==> config.mk <==
export PLATFORM = sky130hd
export DESIGN_NAME = i2c_bit_level_master
export DESIGN_NICKNAME = d
export VERILOG_FILES = /design/src/rtl/i2cbm_pkg.sv /design/src/rtl/i2c_bit_level_master.sv
export SDC_FILE = /design/constraint.sdc
export NUM_CORES = 1
export LEC_CHECK = 0
export BUFFER_PORTS_ARGS = -buffer_cell sky130_fd_sc_hd__buf_4
export CAP_MARGIN = 20
export CORE_ASPECT_RATIO = 0.7
export CORE_MARGIN = 4
export CORE_UTILIZATION = 25
export DETAILED_ROUTE_END_ITERATION = 8
export HOLD_SLACK_MARGIN = 0.06
export PLACE_DENSITY = 0.43
export SYNTH_ARGS = -nofsm -noshare
export SYNTH_HDL_FRONTEND = slang
export SYNTH_SLANG_ARGS = --single-unit
==> constraint.sdc <==
create_clock -name clk -period 3.41 [get_ports clk]
set_clock_uncertainty 0.1 [all_clocks]
set_input_delay 0.341 -clock clk [delete_from_list [all_inputs] [get_ports clk]]
set_output_delay 0.341 -clock clk [all_outputs]
set_load 0.05 [all_outputs]
==> src/rtl/i2cbm_pkg.sv <==
// Package for the I2C bit-level master sequencer.
// Holds the command codes and the transaction payload structs.
// No dependencies.
`default_nettype none

package i2cbm_pkg;

  typedef enum logic [2:0] {
    OP_START     = 3'd0,
    OP_STOP      = 3'd1,
    OP_WRITE     = 3'd2,
    OP_READ      = 3'd3,
    OP_SEND_ACK  = 3'd4,
    OP_RECV_ACK  = 3'd5
  } op_t;

  // Number of level phases in each command.
  localparam logic [4:0] PHASES_START_STOP = 5'd2;
  localparam logic [4:0] PHASES_BYTE       = 5'd24;
  localparam logic [4:0] PHASES_SEND_ACK   = 5'd4;
  localparam logic [4:0] PHASES_RECV_ACK   = 5'd3;

  localparam logic [15:0] PHASE_TICKS_RESET = 16'd5;

  typedef struct packed {
    logic       cmd_valid;
    logic [2:0] func;
    logic [7:0] write_byte;
    logic       ack_to_send;
    logic       sda_in;
  } in_item_t;

  typedef struct packed {
    logic       scl_out;
    logic       sda_out;
    logic       busy_res;
    logic       done_res;
    logic [7:0] read_byte;
    logic       nack_seen;
  } out_item_t;

endpackage

`default_nettype wire

==> src/rtl/i2c_bit_level_master.sv <==
// I2C bit-level master sequencer: one input transaction is one timing tick.
// The result of a tick is registered and presented in the cycle after it is accepted.
// Throughput: one tick per cycle while results are taken; ready is low only
// while a result waits in the output register and out_ready is low.
// Reset (rst_n, synchronous, active low): idle, SCL and SDA released high,
// read byte and NACK flag zero, phase length 5 ticks.
`default_nettype none

module i2c_bit_level_master #(
  parameter int TICK_COUNTER_WIDTH = 16
) (
  input  wire                   clk,
  input  wire                   rst_n,
  input  wire                   in_valid,
  output logic                  in_ready,
  input  wire i2cbm_pkg::in_item_t in_data,
  output logic                  out_valid,
  input  wire                   out_ready,
  output i2cbm_pkg::out_item_t  out_data,
  input  wire                   cfg_wr_en,
  input  wire [15:0]            cfg_wr_data
);
  import i2cbm_pkg::*;

  localparam int TW = TICK_COUNTER_WIDTH;
  localparam int XW = (TW > 16) ? TW : 16;
  localparam logic [TW-1:0] CNT_MAX = '1;

  logic [15:0]   phase_ticks_r;
  op_t           op_r, op_nxt;
  logic [4:0]    phase_r, phase_nxt;
  logic [1:0]    part_r, part_nxt;
  logic [2:0]    bit_r, bit_nxt;
  logic [TW-1:0] tick_r, tick_nxt;
  logic [7:0]    shift_r, shift_nxt;
  logic          scl_r, scl_nxt;
  logic          sda_r, sda_nxt;
  logic          busy_r, busy_nxt;
  logic          ack_r, ack_nxt;
  logic [7:0]    rbyte_r, rbyte_nxt;
  logic          done_nxt;
  logic          out_valid_r;
  out_item_t     out_data_r, out_data_nxt;

  logic          accept;
  logic [XW-1:0] limit_x;
  logic [TW-1:0] limit;
  logic [TW-1:0] tick_inc;
  logic [4:0]    phase_inc;
  logic [1:0]    lv;

  function automatic logic [4:0] phase_count(input op_t op);
    case (op)
      OP_START, OP_STOP: phase_count = PHASES_START_STOP;
      OP_WRITE, OP_READ: phase_count = PHASES_BYTE;
      OP_SEND_ACK:       phase_count = PHASES_SEND_ACK;
      default:           phase_count = PHASES_RECV_ACK;
    endcase
  endfunction

  // Levels applied at the start of a phase, returned as {scl, sda}.
  function automatic logic [1:0] apply_levels(
    input op_t        op,
    input logic [4:0] ph,
    input logic [1:0] part,
    input logic [2:0] bt,
    input logic [7:0] sh,
    input logic       scl,
    input logic       sda
  );
    logic s_c;
    logic s_d;
    s_c = scl;
    s_d = sda;
    case (op)
      OP_START: begin
        if (ph == 5'd0) begin
          s_d = 1'b1;
          s_c = 1'b1;
        end else begin
          s_d = 1'b0;
        end
      end
      OP_STOP: begin
        if (ph == 5'd0) begin
          s_d = 1'b0;
          s_c = 1'b1;
        end else begin
          s_d = 1'b1;
        end
      end
      OP_WRITE: begin
        if (part == 2'd0) s_c = 1'b0;
        else if (part == 2'd1) s_d = sh[3'd7 - bt];
        else s_c = 1'b1;
      end
      OP_READ: begin
        if (ph == 5'd0) s_d = 1'b1;
        if (part == 2'd0) s_c = 1'b0;
        else if (part == 2'd1) s_c = 1'b1;
      end
      OP_SEND_ACK: begin
        if (ph == 5'd0 || ph == 5'd3) s_c = 1'b0;
        else if (ph == 5'd1) s_d = sh[0];
        else s_c = 1'b1;
      end
      default: begin
        if (ph == 5'd0) begin
          s_d = 1'b1;
          s_c = 1'b0;
        end else if (ph == 5'd1) begin
          s_c = 1'b1;
        end else begin
          s_c = 1'b0;
        end
      end
    endcase
    apply_levels = {s_c, s_d};
  endfunction

  assign in_ready  = !out_valid_r || out_ready;
  assign accept    = in_valid && in_ready;
  assign out_valid = out_valid_r;
  assign out_data  = out_data_r;

  // Effective phase length: zero counts as one, saturated at the counter maximum.
  always_comb begin
    if (phase_ticks_r == 16'd0) begin
      limit_x = XW'(1);
    end else if (XW'(phase_ticks_r) > XW'(CNT_MAX)) begin
      limit_x = XW'(CNT_MAX);
    end else begin
      limit_x = XW'(phase_ticks_r);
    end
    limit = limit_x[TW-1:0];
  end

  assign tick_inc  = (tick_r != CNT_MAX) ? tick_r + 1'b1 : tick_r;
  assign phase_inc = phase_r + 5'd1;

  always_comb begin
    op_nxt    = op_r;
    phase_nxt = phase_r;
    part_nxt  = part_r;
    bit_nxt   = bit_r;
    tick_nxt  = tick_r;
    shift_nxt = shift_r;
    scl_nxt   = scl_r;
    sda_nxt   = sda_r;
    busy_nxt  = busy_r;
    ack_nxt   = ack_r;
    rbyte_nxt = rbyte_r;
    done_nxt  = 1'b0;
    lv        = {scl_r, sda_r};

    if (busy_r) begin
      tick_nxt = tick_inc;
      if (tick_inc >= limit) begin
        // Read data and the slave's ACK are taken at the end of an SCL-high phase.
        if (op_r == OP_READ && part_r == 2'd1) shift_nxt = {shift_r[6:0], in_data.sda_in};
        if (op_r == OP_RECV_ACK && phase_r == 5'd1) ack_nxt = in_data.sda_in;
        tick_nxt = '0;
        if (phase_inc >= phase_count(op_r)) begin
          if (op_r == OP_READ) rbyte_nxt = shift_nxt;
          busy_nxt  = 1'b0;
          phase_nxt = 5'd0;
          part_nxt  = 2'd0;
          bit_nxt   = 3'd0;
          done_nxt  = 1'b1;
        end else begin
          phase_nxt = phase_inc;
          if (part_r == 2'd2) begin
            part_nxt = 2'd0;
            bit_nxt  = bit_r + 3'd1;
          end else begin
            part_nxt = part_r + 2'd1;
          end
          lv = apply_levels(op_r, phase_nxt, part_nxt, bit_nxt, shift_nxt, scl_r, sda_r);
          scl_nxt = lv[1];
          sda_nxt = lv[0];
        end
      end
    end else if (in_data.cmd_valid && in_data.func <= OP_RECV_ACK) begin
      op_nxt    = op_t'(in_data.func);
      phase_nxt = 5'd0;
      part_nxt  = 2'd0;
      bit_nxt   = 3'd0;
      tick_nxt  = '0;
      busy_nxt  = 1'b1;
      if (op_nxt == OP_WRITE) shift_nxt = in_data.write_byte;
      else if (op_nxt == OP_SEND_ACK) shift_nxt = {7'd0, in_data.ack_to_send};
      else if (op_nxt == OP_READ) shift_nxt = 8'd0;
      lv = apply_levels(op_nxt, 5'd0, 2'd0, 3'd0, shift_nxt, scl_r, sda_r);
      scl_nxt = lv[1];
      sda_nxt = lv[0];
    end

    out_data_nxt.scl_out   = scl_nxt;
    out_data_nxt.sda_out   = sda_nxt;
    out_data_nxt.busy_res  = busy_nxt;
    out_data_nxt.done_res  = done_nxt;
    out_data_nxt.read_byte = rbyte_nxt;
    out_data_nxt.nack_seen = ack_nxt;
  end

  always_ff @(posedge clk) begin
    if (!rst_n) begin
      phase_ticks_r <= PHASE_TICKS_RESET;
    end else if (cfg_wr_en) begin
      phase_ticks_r <= cfg_wr_data;
    end
  end

  always_ff @(posedge clk) begin
    if (!rst_n) begin
      op_r        <= OP_START;
      phase_r     <= 5'd0;
      part_r      <= 2'd0;
      bit_r       <= 3'd0;
      tick_r      <= '0;
      shift_r     <= 8'd0;
      scl_r       <= 1'b1;
      sda_r       <= 1'b1;
      busy_r      <= 1'b0;
      ack_r       <= 1'b0;
      rbyte_r     <= 8'd0;
      out_valid_r <= 1'b0;
    end else begin
      if (accept) begin
        op_r        <= op_nxt;
        phase_r     <= phase_nxt;
        part_r      <= part_nxt;
        bit_r       <= bit_nxt;
        tick_r      <= tick_nxt;
        shift_r     <= shift_nxt;
        scl_r       <= scl_nxt;
        sda_r       <= sda_nxt;
        busy_r      <= busy_nxt;
        ack_r       <= ack_nxt;
        rbyte_r     <= rbyte_nxt;
        out_valid_r <= 1'b1;
      end else if (out_ready) begin
        out_valid_r <= 1'b0;
      end
    end
  end

  // Result payload needs no reset; it is qualified by out_valid.
  always_ff @(posedge clk) begin
    if (accept) begin
      out_data_r <= out_data_nxt;
    end
  end

endmodule

`default_nettype wire

==> run_summary.xml <==
<?xml version="1.0" encoding="UTF-8"?>
<metrics>
  <group name="run_status">
    <metric name="run_status" unit="">finished, violations left</metric>
    <metric name="failed_checks" unit="">negative setup slack</metric>
  </group>
  <group name="placement">
    <metric name="detailedPlacementHpwl" unit="um">11030</metric>
    <metric name="post_dp_cell_area" unit="mm2">0.005851</metric>
    <metric name="post-place-ws" unit="ns">-0.2889</metric>
    <metric name="place_inst" unit="">891</metric>
    <metric name="portBuffers" unit="">49</metric>
    <metric name="routabilityCongestion" unit="">0.8134</metric>
  </group>
  <group name="clocking">
    <metric name="clkTransAtPathRegs" unit="ns">0.07</metric>
    <metric name="clock_insertion_delay_worst_skew" unit="ns">0.35</metric>
    <metric name="cts-root-buf" unit="">clkbuf_16</metric>
    <metric name="htreeDepth" unit="">3</metric>
    <metric name="cts_tree" unit="">built</metric>
    <metric name="sinks_on_the_clock_net" unit="">79</metric>
    <metric name="numCtsBuffers" unit="">9</metric>
    <metric name="post_cts_hold_buffer_count" unit="">0</metric>
    <metric name="clock_path_buffers" unit="">2</metric>
  </group>
  <group name="die">
    <metric name="placement_rows" unit="">42</metric>
    <metric name="die_area" unit="mm2">0.02164</metric>
    <metric name="start_util" unit="%">25.52</metric>
    <metric name="ios" unit="">50</metric>
    <metric name="core-area" unit="mm2">0.01892</metric>
    <metric name="die_h" unit="um">124.3</metric>
    <metric name="die-width" unit="um">174.1</metric>
  </group>
  <group name="cells_and_area">
    <metric name="finish.cell_count_without_fillers" unit="">924</metric>
    <metric name="final_design_area_no_fill" unit="mm2">0.006788</metric>
    <metric name="most_frequent_cells_in_the_layout" unit="">buf_4 (117), nor2_1 (59), dfxtp_1 (58), nand2_1 (42), inv_1 (29)</metric>
    <metric name="drive_gt1_share" unit="%">38.12</metric>
    <metric name="util_after_layout" unit="%">35.88</metric>
    <metric name="antenna_diodes" unit="">0</metric>
    <metric name="area_delta_synth_final" unit="%">40.58</metric>
    <metric name="most_frequent_standard_cell_in_the_layout_excluding_fill_and_tap_cells" unit="">buf_4</metric>
    <metric name="final_net_count" unit="">740</metric>
  </group>
  <group name="timing">
    <metric name="timing.final.ws_setup" unit="ns">-0.06069</metric>
    <metric name="max_clock_freq" unit="GHz">0.2881</metric>
    <metric name="rsz0062_at_grt" unit="">true</metric>
    <metric name="final_max_slew_violation_count" unit="">0</metric>
    <metric name="finalHoldViolCount" unit="">0</metric>
    <metric name="timing.slew.headroom" unit="%">37.71</metric>
    <metric name="max_slew.worst_pin.slew" unit="ns">0.9310</metric>
    <metric name="timing.final.crit_share" unit="%">101.8</metric>
    <metric name="tmin_final" unit="ns">3.471</metric>
    <metric name="timing.final.setup_violations" unit="">26</metric>
  </group>
  <group name="route">
    <metric name="detail_route.drc_violations" unit="">0</metric>
    <metric name="wire_per_inst" unit="um">16.41</metric>
    <metric name="post_detailed_route_via_to_cell_ratio" unit="">4.961</metric>
    <metric name="route.final.wire_length" unit="um">15160</metric>
    <metric name="dr_total_vias" unit="">4584</metric>
    <metric name="drt_iter0_drc" unit="">265</metric>
    <metric name="number_of_nets_with_antenna_violations_after_routing" unit="">0</metric>
    <metric name="detail_route.first_pass.iterations" unit="">4</metric>
  </group>
  <group name="synth">
    <metric name="synth-seq-area-share" unit="%">35.45</metric>
    <metric name="mappedNetlistNets" unit="">632</metric>
    <metric name="synthesis.area" unit="mm2">0.004828</metric>
    <metric name="synth_edf_count" unit="">13</metric>
    <metric name="async_reset_ff_share" unit="%">0</metric>
    <metric name="count_of_unique_library_cells_instantiated_by_yosys" unit="">71</metric>
    <metric name="ys_dominant_reg_cell" unit="">dfxtp_1</metric>
    <metric name="total_number_of_yosys_warnings" unit="">0</metric>
    <metric name="synth_cells" unit="">569</metric>
    <metric name="yosys_register_bits" unit="">79</metric>
    <metric name="syn_avg_cell_area" unit="um2">8.486</metric>
  </group>
  <group name="critical_path">
    <metric name="startpoint_type" unit="">flop</metric>
    <metric name="crit_arrival" unit="ns">3.47</metric>
    <metric name="r2r_setup_slack" unit="ns">-0.06</metric>
    <metric name="cp-end-kind" unit="">flop</metric>
    <metric name="crit_type" unit="">flop to flop</metric>
    <metric name="critical_path_peak_fanout" unit="">6</metric>
    <metric name="cp_data_required_time" unit="ns">3.41</metric>
  </group>
  <group name="power_and_ir_drop">
    <metric name="power_leakage" unit="nW">2.776</metric>
    <metric name="cellPowerDensity" unit="mW/mm2">341.6</metric>
    <metric name="peakVddDrop" unit="uV">209.6</metric>
  </group>
  <group name="grt">
    <metric name="globalRouteOverflowTotal" unit="">0</metric>
    <metric name="grtUsageTotal" unit="%">13.37</metric>
    <metric name="initial_antenna_violation_count" unit="">0</metric>
    <metric name="maximum_number_of_pins_on_one_net_before_global_route_repair" unit="">32</metric>
    <metric name="grt_pass1_wl" unit="um">23360</metric>
    <metric name="first_global_vias" unit="">4225</metric>
  </group>
  <group name="min_path">
    <metric name="worst_min_path_class" unit="">primary input to flop</metric>
  </group>
  <group name="flow_run">
    <metric name="drv_cap" unit="">0</metric>
  </group>
</metrics>
layout make-up:
cell class,count,area [um2]
sequential,79,1722
fill,1920,12130
tap,242,302.8
clock inverter,7,61.31
multi-input combinational,430,3373
timing repair buffer,127,991.0
clock buffer,9,225.2
inverter,30,112.6
final timing paths:
path | from | endpoint | depth (start not counted)
min | cfg_wr_data[0] | phase_ticks_r[0]$_SDFFE_PN1P_ | 3
max | tick_r[6]$_SDFFE_PN0P_ | out_data[7]$_DFFE_PP_ | 15
min reg2reg | ack_r$_SDFFE_PN0P_ | ack_r$_SDFFE_PN0P_ | 2
max reg2reg | tick_r[6]$_SDFFE_PN0P_ | out_data[7]$_DFFE_PP_ | 15
cell usage after synthesis, drive strengths merged (3+ instances only):
master	count	area (um2)
nor2	75	286.5
dfxtp	66	1321
nand2	50	190.2
a21oi	35	178.9
inv	30	112.6
ha	28	350.3
mux2i	25	254.0
nor3	22	115.1
o21ai	19	98.84
nand3	17	95.09
clkbuf	16	60.06
buf	15	92.58
xnor2	14	141.4
a211oi	13	97.59
a22oi	13	97.59
edfxtp	13	390.4
nand4	12	75.07
mux2	11	123.9
a21o	8	60.06
a31oi	7	43.79
and3	7	50.05
nor2b	7	51.30
or3	7	43.79
o211ai	6	45.04
nand2b	5	38.78
o21a	5	37.54
nor4	4	25.02
and2	3	21.27
nor3b	3	27.52
o22ai	3	18.77
xor2	3	26.28
flip-flops by register name (all words and copies together), names as in the netlist:
name	cells
busy_r	1
out_data	13
rbyte_r	8
sda_r	1
out_valid	1
bit_r	3
op_r	3
scl_r	1
tick_r	16
part_r	2
shift_r	8
ack_r	1
phase_ticks_r	16
phase_r	5
cell families after synthesis:
| kind of cell | synth area share, % |
|---|---|
| and+or+nand+nor | 22.60 |
| xor gates and xnor gates | 3.473 |
| buffers and inverters | 5.494 |
| adders and majority gates | 7.256 |
| AOI/OAI and AO/OA | 17.91 |
| DFF | 35.45 |
| muxes | 7.826 |
repair_timing:
action | 4_1_cts | 5_1_grt
endpoints found under the setup margin | 57 | 58
buffers inserted | 5 | 10
pin swaps | 19 | 44
gates resized for setup | 40 | 74
gates cloned | 2 | 0
where the power goes:
group | total (mW) | switching (mW) | internal, mW
clock network | 0.957 | 0.449 | 0.508
logic | 0.353 | 0.207 | 0.146
registers | 1.01 | 0.0300 | 0.978
total | 2.32 | 0.687 | 1.63
through the flow:
step           power (mW)  hold WS (ns)  TNS [ns]
3_3_place_gp        1.336        0.3459    -7.064
2_1_floorplan       1.211        0.3335   -0.2805
3_5_place_dp        1.339        0.3540    -9.960
5_1_grt             2.415        0.1117    -8.189
4_1_cts             2.325        0.1070   -0.3545
6_report            2.319        0.1148   -0.6535
critical path: stages (launching register included):
cell	delay, ns
dfxtp_2	0.33
and3_4	0.19
nand4_1	0.14
or3_4	0.39
buf_4	0.16
xnor2_2	0.22
ha_1	0.27
nand2b_1	0.14
a21o_1	0.19
a21oi_2	0.17
o211ai_1	0.10
buf_4	0.18
nand3_4	0.14
nor2_4	0.06
nand2_4	0.11
mux2_2	0.35
layer usage:
layer	vias to the layer above	wire [um]	share of wire, %	GRT usage, %
li1	2262	-	-	-
met1	2176	8019	53	21.05
met2	137	6137	40	18.22
met3	9	852	5.6	3.095
met4	0	154	1.0	2.885
met5	-	0	0	0
Power figures use the tool's default switching activity.
